==> src/hw/rtl/pve_pkg.sv <==
// -----------------------------------------------------------------------------
// pve_pkg
// Opcodes, byte-format codes and shared types for the prefix varint encoder.
// -----------------------------------------------------------------------------
package pve_pkg;

   localparam logic [2:0] OP_SHORT  = 3'd0;
   localparam logic [2:0] OP_INT    = 3'd1;
   localparam logic [2:0] OP_LONG   = 3'd2;
   localparam logic [2:0] OP_LENGTH = 3'd3;
   localparam logic [2:0] OP_USHORT = 3'd4;

   // output layouts picked by the classify stage
   localparam logic [3:0] FMT_S1  = 4'd0;   // signed, 1 byte
   localparam logic [3:0] FMT_S2  = 4'd1;   // signed, 2 bytes
   localparam logic [3:0] FMT_S3  = 4'd2;   // signed short, tag + 16 bits
   localparam logic [3:0] FMT_S4  = 4'd3;   // signed, 4 bytes
   localparam logic [3:0] FMT_S5  = 4'd4;   // signed, tag + 32 bits
   localparam logic [3:0] FMT_S9  = 4'd5;   // signed long, tag + 64 bits
   localparam logic [3:0] FMT_L0  = 4'd6;   // negative length, zero byte
   localparam logic [3:0] FMT_U1  = 4'd7;   // unsigned, 1 byte
   localparam logic [3:0] FMT_U2  = 4'd8;   // unsigned, 2 bytes
   localparam logic [3:0] FMT_L4  = 4'd9;   // length, 4 bytes
   localparam logic [3:0] FMT_L5  = 4'd10;  // length, tag + 32 bits
   localparam logic [3:0] FMT_U3  = 4'd11;  // unsigned short, tag + 16 bits

   localparam int unsigned BUF_BYTES = 9;
   localparam int unsigned BUF_W     = 8 * BUF_BYTES;

   // one encoded item, bytes left aligned, most significant first
   typedef struct packed {
      logic [BUF_W-1:0] bytes;
      logic [3:0]       count;
      logic             over;
   } word_type;

endpackage

==> src/hw/rtl/pve_ser.sv <==
// -----------------------------------------------------------------------------
// pve_ser
// Byte serializer: loads one encoded item and shifts it out one byte a cycle while rsp_ready is high.
// -----------------------------------------------------------------------------
module pve_ser import pve_pkg::*; (
   input  logic       clock,
   input  logic       reset,
   input  logic       ld_valid,
   output logic       ld_ready,
   input  word_type   ld_word,
   output logic       rsp_valid,
   input  logic       rsp_ready,
   output logic [7:0] rsp_out_byte,
   output logic       rsp_last,
   output logic       rsp_len_over_limit
);

   logic [BUF_W-1:0] buf_ff, buf_in;
   logic [3:0]       cnt_ff, cnt_in;
   logic             over_ff, over_in;
   logic             take;

   assign take     = (cnt_ff != 4'd0) && rsp_ready;
   // refill while the last byte of the current word leaves
   assign ld_ready = (cnt_ff == 4'd0) || ((cnt_ff == 4'd1) && rsp_ready);

   always_comb begin
      buf_in  = buf_ff;
      cnt_in  = cnt_ff;
      over_in = over_ff;
      if (ld_valid && ld_ready) begin
         buf_in  = ld_word.bytes;
         cnt_in  = ld_word.count;
         over_in = ld_word.over;
      end else if (take) begin
         buf_in = {buf_ff[BUF_W-9:0], 8'h00};
         cnt_in = cnt_ff - 4'd1;
      end
   end

   always_ff @(posedge clock) begin
      if (reset) begin
         cnt_ff <= 4'd0;
      end else begin
         cnt_ff <= cnt_in;
      end
      buf_ff  <= buf_in;
      over_ff <= over_in;
   end

   assign rsp_valid          = (cnt_ff != 4'd0);
   assign rsp_out_byte       = buf_ff[BUF_W-1 -: 8];
   assign rsp_last           = (cnt_ff == 4'd1);
   assign rsp_len_over_limit = over_ff;

endmodule

==> src/hw/rtl/prefix_varint_encoder.sv <==
// -----------------------------------------------------------------------------
// prefix_varint_encoder
// Encodes an opcode and a value into a prefix-tagged big-endian byte string.
// -----------------------------------------------------------------------------
// An item passes three register stages (magnitude, classify, byte build) and
// then a serializer that sends one byte per cycle on the rsp channel while
// rsp_ready is high. An item that encodes to n bytes (1 to 9) holds the
// serializer until its last byte leaves, so the serializer's byte port limits
// throughput: one-byte encodings sustain one item per cycle while rsp_ready
// stays high. Items with an unknown opcode are accepted and dropped without a
// result. len_limit is written through csr_.
module prefix_varint_encoder import pve_pkg::*; (
   input  logic        clock,
   input  logic        reset,
   input  logic        csr_valid,
   output logic        csr_ready,
   input  logic [30:0] csr_len_limit,
   input  logic        req_valid,
   output logic        req_ready,
   input  logic [2:0]  req_opcode,
   input  logic signed [63:0] req_value,
   output logic        rsp_valid,
   input  logic        rsp_ready,
   output logic [7:0]  rsp_out_byte,
   output logic        rsp_last,
   output logic        rsp_len_over_limit
);

   logic [30:0] limit_ff;

   // stage A: sign and magnitude
   logic        a_valid_ff;
   logic [2:0]  a_op_ff;
   logic        a_neg_ff;
   logic [63:0] a_mag_ff;
   logic [31:0] a_w_ff;
   logic        a_ready;

   // stage B: layout choice
   logic        b_valid_ff;
   logic [3:0]  b_fmt_ff, b_fmt_in;
   logic        b_neg_ff;
   logic [63:0] b_mag_ff;
   logic [31:0] b_w_ff;
   logic        b_over_ff, b_over_in;
   logic        b_ready;

   // stage C: byte image
   logic        c_valid_ff;
   word_type    c_word_ff, c_word_in;
   logic        c_ready;

   logic        ser_ready;

   logic        op_ok;
   logic [31:0] in_w;
   logic        in_neg;
   logic [63:0] in_mag;

   assign csr_ready = 1'b1;

   always_ff @(posedge clock) begin
      if (reset) begin
         limit_ff <= '0;
      end else if (csr_valid) begin
         limit_ff <= csr_len_limit;
      end
   end

   // advance each stage when it is empty or the next one takes its word
   assign c_ready   = !c_valid_ff || ser_ready;
   assign b_ready   = !b_valid_ff || c_ready;
   assign a_ready   = !a_valid_ff || b_ready;
   assign req_ready = a_ready;

   assign op_ok  = (req_opcode <= OP_USHORT);
   assign in_w   = req_value[31:0];
   assign in_neg = (req_opcode == OP_LONG) ? req_value[63] : in_w[31];

   always_comb begin
      if (req_opcode == OP_LONG) begin
         in_mag = req_value[63] ? (64'd0 - req_value) : req_value;
      end else begin
         in_mag = {32'd0, (in_w[31] ? (32'd0 - in_w) : in_w)};
      end
   end

   always_ff @(posedge clock) begin
      if (reset) begin
         a_valid_ff <= 1'b0;
      end else if (a_ready) begin
         a_valid_ff <= req_valid && op_ok;
      end
      if (a_ready) begin
         a_op_ff  <= req_opcode;
         a_neg_ff <= in_neg;
         a_mag_ff <= in_mag;
         a_w_ff   <= in_w;
      end
   end

   always_comb begin
      b_over_in = 1'b0;
      case (a_op_ff)
         OP_SHORT, OP_INT: begin
            if (a_mag_ff < 64'h40) begin
               b_fmt_in = FMT_S1;
            end else if (a_mag_ff < 64'h2000) begin
               b_fmt_in = FMT_S2;
            end else if (a_op_ff == OP_SHORT) begin
               b_fmt_in = FMT_S3;
            end else if (a_mag_ff < 64'h1000_0000) begin
               b_fmt_in = FMT_S4;
            end else begin
               b_fmt_in = FMT_S5;
            end
         end
         OP_LONG: begin
            if (a_mag_ff < 64'h40) begin
               b_fmt_in = FMT_S1;
            end else if (a_mag_ff < 64'h2000) begin
               b_fmt_in = FMT_S2;
            end else if (a_mag_ff < 64'h1000_0000) begin
               b_fmt_in = FMT_S4;
            end else if (a_mag_ff < 64'h7FFF_FFFF) begin
               b_fmt_in = FMT_S5;
            end else begin
               b_fmt_in = FMT_S9;
            end
         end
         OP_LENGTH: begin
            b_over_in = (limit_ff != 31'd0) && !a_neg_ff
                        && (a_w_ff >= {1'b0, limit_ff});
            if (a_neg_ff) begin
               b_fmt_in = FMT_L0;
            end else if (a_w_ff < 32'h80) begin
               b_fmt_in = FMT_U1;
            end else if (a_w_ff < 32'h4000) begin
               b_fmt_in = FMT_U2;
            end else if (a_w_ff < 32'h2000_0000) begin
               b_fmt_in = FMT_L4;
            end else begin
               b_fmt_in = FMT_L5;
            end
         end
         default: begin
            // unsigned short; a negative value keeps only its low seven bits
            if (a_neg_ff || (a_w_ff < 32'h80)) begin
               b_fmt_in = FMT_U1;
            end else if (a_w_ff < 32'h4000) begin
               b_fmt_in = FMT_U2;
            end else begin
               b_fmt_in = FMT_U3;
            end
         end
      endcase
   end

   always_ff @(posedge clock) begin
      if (reset) begin
         b_valid_ff <= 1'b0;
      end else if (b_ready) begin
         b_valid_ff <= a_valid_ff;
      end
      if (b_ready) begin
         b_fmt_ff  <= b_fmt_in;
         b_over_ff <= b_over_in;
         b_neg_ff  <= a_neg_ff;
         b_mag_ff  <= a_mag_ff;
         b_w_ff    <= a_w_ff;
      end
   end

   always_comb begin
      c_word_in.over  = b_over_ff;
      c_word_in.bytes = '0;
      c_word_in.count = 4'd1;
      case (b_fmt_ff)
         FMT_S1: begin
            c_word_in.bytes[BUF_W-1 -: 8] = {b_neg_ff, 1'b1, b_mag_ff[5:0]};
         end
         FMT_S2: begin
            c_word_in.bytes[BUF_W-1 -: 16] = {b_neg_ff, 2'b01, b_mag_ff[12:0]};
            c_word_in.count = 4'd2;
         end
         FMT_S3: begin
            c_word_in.bytes[BUF_W-1 -: 24] = {b_neg_ff, 7'h10, b_mag_ff[15:0]};
            c_word_in.count = 4'd3;
         end
         FMT_S4: begin
            c_word_in.bytes[BUF_W-1 -: 32] = {b_neg_ff, 3'b001, b_mag_ff[27:0]};
            c_word_in.count = 4'd4;
         end
         FMT_S5: begin
            c_word_in.bytes[BUF_W-1 -: 40] = {b_neg_ff, 7'h08, b_mag_ff[31:0]};
            c_word_in.count = 4'd5;
         end
         FMT_S9: begin
            c_word_in.bytes = {b_neg_ff, 7'h04, b_mag_ff};
            c_word_in.count = 4'd9;
         end
         FMT_L0: begin
            c_word_in.bytes[BUF_W-1 -: 8] = 8'h00;
         end
         FMT_U1: begin
            c_word_in.bytes[BUF_W-1 -: 8] = {1'b1, b_w_ff[6:0]};
         end
         FMT_U2: begin
            c_word_in.bytes[BUF_W-1 -: 16] = {2'b01, b_w_ff[13:0]};
            c_word_in.count = 4'd2;
         end
         FMT_L4: begin
            c_word_in.bytes[BUF_W-1 -: 32] = {3'b001, b_w_ff[28:0]};
            c_word_in.count = 4'd4;
         end
         FMT_L5: begin
            c_word_in.bytes[BUF_W-1 -: 40] = {8'h10, b_w_ff};
            c_word_in.count = 4'd5;
         end
         FMT_U3: begin
            c_word_in.bytes[BUF_W-1 -: 24] = {8'h20, b_w_ff[15:0]};
            c_word_in.count = 4'd3;
         end
         default: begin
            c_word_in.count = 4'd1;
         end
      endcase
   end

   always_ff @(posedge clock) begin
      if (reset) begin
         c_valid_ff <= 1'b0;
      end else if (c_ready) begin
         c_valid_ff <= b_valid_ff;
      end
      if (c_ready) begin
         c_word_ff <= c_word_in;
      end
   end

   pve_ser u_ser (
      .clock              (clock),
      .reset              (reset),
      .ld_valid           (c_valid_ff),
      .ld_ready           (ser_ready),
      .ld_word            (c_word_ff),
      .rsp_valid          (rsp_valid),
      .rsp_ready          (rsp_ready),
      .rsp_out_byte       (rsp_out_byte),
      .rsp_last           (rsp_last),
      .rsp_len_over_limit (rsp_len_over_limit)
   );

endmodule

==> config.mk <==
export PLATFORM = sky130hd
export DESIGN_NAME = prefix_varint_encoder
export DESIGN_NICKNAME = d
export VERILOG_FILES = /design/src/hw/rtl/pve_pkg.sv /design/src/hw/rtl/pve_ser.sv /design/src/hw/rtl/prefix_varint_encoder.sv
export SDC_FILE = /design/constraint.sdc
export NUM_CORES = 1
export LEC_CHECK = 0
export BUFFER_PORTS_ARGS = -buffer_cell sky130_fd_sc_hd__buf_2
export CAP_MARGIN = 10
export CORE_MARGIN = 8
export CORE_UTILIZATION = 30
export CTS_CLUSTER_DIAMETER = 120
export DETAILED_ROUTE_END_ITERATION = 6
export GPL_TIMING_DRIVEN = 0
export PLACE_DENSITY_LB_ADDON = 0.25
export SYNTH_ARGS = -nofsm -noshare
export SYNTH_HDL_FRONTEND = slang
export SYNTH_HIERARCHICAL = 1
export SYNTH_SLANG_ARGS = --single-unit
==> constraint.sdc <==
create_clock -name clock -period 5.5 [get_ports clock]
set_clock_uncertainty 0.2 [all_clocks]
set_input_delay 0 -clock clock [delete_from_list [all_inputs] [get_ports clock]]
set_output_delay 0 -clock clock [all_outputs]
set_load 0.01 [all_outputs]
==> summary.txt <==
Clock network
  • Post-CTS Repair Setup Buffers: 0
  • Hold_buf cts: 181
  • H-tree depth: 2
  • Worst-skew pair later-pin latency: roughly 0.58 ns
  • Resized Gates After CTS: 0
  • # clock sinks: a little under 400
  • TritonCTS Buffers: 43
  • Clock Path Buffers: 3
  • CTS tree: done
  • Reg clk slew, reported paths: around 0.050 ns
  • Clock root cell: clkbuf_16

Cells and area
  • Commonest non-fill, non-tap cell in the layout: edfxtp_1
  • Syn-to-layout area delta: 27.6%
  • Non-Filler Instances: 2425
  • Layout cells sized above 1: 0.183
  • Sequential Area: 11300 um2
  • NumNets Final: 1762
  • Area of the multi-input gates: 5670 um2
  • Fill count: approximately 5400
  • Commonest cells after routing, fill and taps aside: edfxtp_1, dlygate4sd3_1, buf_2

Routing
  • Drt via density: approximately 5.0
  • Vias post-DR: about 12000
  • Initial DRC count: ~1100
  • Wire length per cell: ~22 um
  • DRC Markers: 0
  • Antenna Violating Nets Remaining: 0
  • TritonRoute pass-1 iters: 7
  • WL final: roughly 53000 um

Yosys
  • Synth Warn #: 6
  • Syn Area/Cell: ~14 um2
  • Yosys cell types: 72
  • Syn Inst Count: between 1000 and 1500
  • Post-synth ARST share: 0
  • Main flop type after synthesis: edfxtp_1
  • Synthesized area: roughly 17000 um2
  • Post-synth EDFFs: 350
  • Sequential share of the synthesized area: 0.646
  • Synth Register Bits: 388
  • Cell taking the most area after synthesis: edfxtp_1
  • Largest cells by area after synthesis: edfxtp_1, dfxtp_1, mux2_2
  • Syn_nets: 1419
  • Post-synth top area share: 0.602

Setup path
  • WP data required: roughly 5.3 ns
  • CP Capture Type: output port
  • Max incr delay on CP: around 0.62 ns
  • WP buf/inv: 4
  • Maximum fanout along the worst path: 63
  • Crit start category: flop
  • Family with the most delay on the worst path: simple AND/OR/NAND/NOR gates
  • Worst-path cell chain: inv_1 > ha_1 > nor3b_1 > inv_1 > nand2_1 > nor2b_1 > nand3_4 > buf_16 > buf_2
  • Critical-path top delay cell: nor2b_1
  • Setup CP Type: reg -> out
  • Worst path arrival time: around 3.5 ns
  • Cell mode on critical path: inv_1

Die
  • Ports: 116
  • Die width: roughly 260 um
  • Die ar.: ~66000 um2
  • Row cnt: 88
  • Initial Util: 0.303
  • Die Span Y: ~260 um
  • Core area: 57600 um2

Worst hold path
  • HP Class: in -> reg

Place
  • PortBufs: ~110
  • Final GP Congestion: about 0.93
  • Post-DP HPWL: slightly below 40000 um
  • Placed cells: 2162

Pwr
  • Combinational Power Share: 0.149
  • Peak supply drop: 207 uV
  • Reg power frac: 0.511
  • Cell Int Power: 5.97 mW
  • Sw Share: 0.257
  • Leakage: ~8.4 nW
  • Clock Power Share: 0.340
  • Psw: about 2.1 mW
  • Power Density: ~360 nW/um2

Global routing
  • Largest net degree at the start of global routing: between 60 and 70
  • Antenna violations before repair: 4
  • GR Overflow Total: 0
  • Global Route Usage Sum: 0.158
  • First-pass GRT wire length: 80000 um
  • Vias in the first global route: around 12000

Timing
  • Slew Viols, Final: 0
  • Slew headroom: 0.298
  • Final Hold Vio Count: 0
  • Hold WS: ~0.017 ns
  • Fmax: 0.272 GHz
  • Final setup viols: 0
  • RSZ-0062 raised after global routing: false
  • Final period util: 0.669
  • Tmin final: approximately 3.7 ns
  • Worst-Margin Slew: about 1.0 ns

Run status
  • Status: finished clean

Job
  • Max_cap viols: 0
## per-stage QoR
step / cell area [um2] / worst slack (ns) / TNS, ns / power, mW / util
2_1_floorplan: 17500 / 0.565 / 0 / 4.75 / -
3_3_place_gp: 19000 / -0.986 / -96.74 / 5.24 / 0.329
3_5_place_dp: 19100 / 2.18 / 0 / 5.27 / 0.332
4_1_cts: 22300 / 1.77 / 0 / 8.13 / 0.387
5_1_grt: 22300 / 1.53 / 0 / 8.39 / 0.387
6_report: 22300 / 1.82 / 0 / 8.04 / 0.387
## registers in the layout, indices dropped and copies added, names as in the netlist
| name | flops |
|---|---|
| c_valid_ff | 1 |
| u_ser/rsp_len_over_limit | 1 |
| b_fmt_ff | 4 |
| a_valid_ff | 1 |
| b_mag_ff | 64 |
| a_neg_ff | 1 |
| b_w_ff | 31 |
| b_valid_ff | 1 |
| c_word_ff | 77 |
| b_over_ff | 1 |
| a_op_ff | 3 |
| b_neg_ff | 1 |
| u_ser/buf_ff | 72 |
| a_mag_ff | 64 |
| u_ser/cnt_ff | 4 |
| a_w_ff | 31 |
| limit_ff | 31 |
## worst paths after layout
| kind | from | to | slack [ns] | cells past startpoint |
|---|---|---|---|---|
| max reg2reg | u_ser/cnt_ff[0] | a_mag_ff[54] | 2.30 | 8 |
| min reg2reg | b_over_ff | c_word_ff[0] | 0.22 | 0 |
| max | u_ser/cnt_ff[0] | req_ready | 1.82 | 9 |
| min | csr_len_limit[1] | limit_ff[1] | 0.02 | 4 |
## cell families (layout without fill, tap and decap cells)
group                    Yosys count  count (layout)  synth area share
XOR/XNOR                          62              62            0.0311
adder cells (fa/ha/maj)           36              36            0.0258
buffers and inverters            123             501            0.0305
other                              1               3          0.000215
multiplexers                     102             102            0.0631
flip-flops                       388             388             0.646
AO/OA/AOI/OAI                    215             215            0.0940
AND/OR/NAND/NOR                  353             353             0.109
## cells in the mapped netlist (14+ instances only)
library cell  count
edfxtp_1        350
nor2_1          100
mux2_2           64
inv_1            52
nand2_1          51
clkbuf_1         44
a22oi_1          42
and2_1           41
dfxtp_1          38
mux2i_1          38
o21ai_0          37
xor2_1           37
ha_1             36
nor4_1           30
a21oi_1          28
nand3_1          27
a222oi_1         26
xnor2_1          25
nor3_1           21
nand4_1          14
## worst min-delay path: cells and delay by family
kind / cells / cell delay, ns
buf+inv: 2 / 0.62
mux: 1 / 0.06
simple gates: 1 / 0.08
## area by class of cell
cell class	count	area share
Sequential cell	388	0.506
Multi-Input combinational cell	769	0.255
Timing Repair Buffer	298	0.112
Clock buffer	53	0.0500
Tap cell	765	0.0430
Buffer	71	0.0151
Clock inverter	27	0.0104
Inverter	52	0.00899
Antenna cell	2	0.000225
## layer usage
metal / vias up / track usage / routed length, um
li1: 5640 / - / -
met1: 6037 / 0.210 / 23400
met2: 391 / 0.258 / 25500
met3: 106 / 0.0237 / 2610
met4: 0 / 0.0644 / 1980
met5: - / 0 / 0
## power by group through the flow
stage	registers, mW	logic [mW]	clock network [mW]
5_1_grt	4.16	1.32	2.91
4_1_cts	4.12	1.21	2.80
3_5_place_dp	4.18	1.09	0
3_3_place_gp	4.20	1.04	0
6_report	4.11	1.20	2.73
2_1_floorplan	4.03	0.722	0
Note: power is estimated with default switching activity, not from simulation.
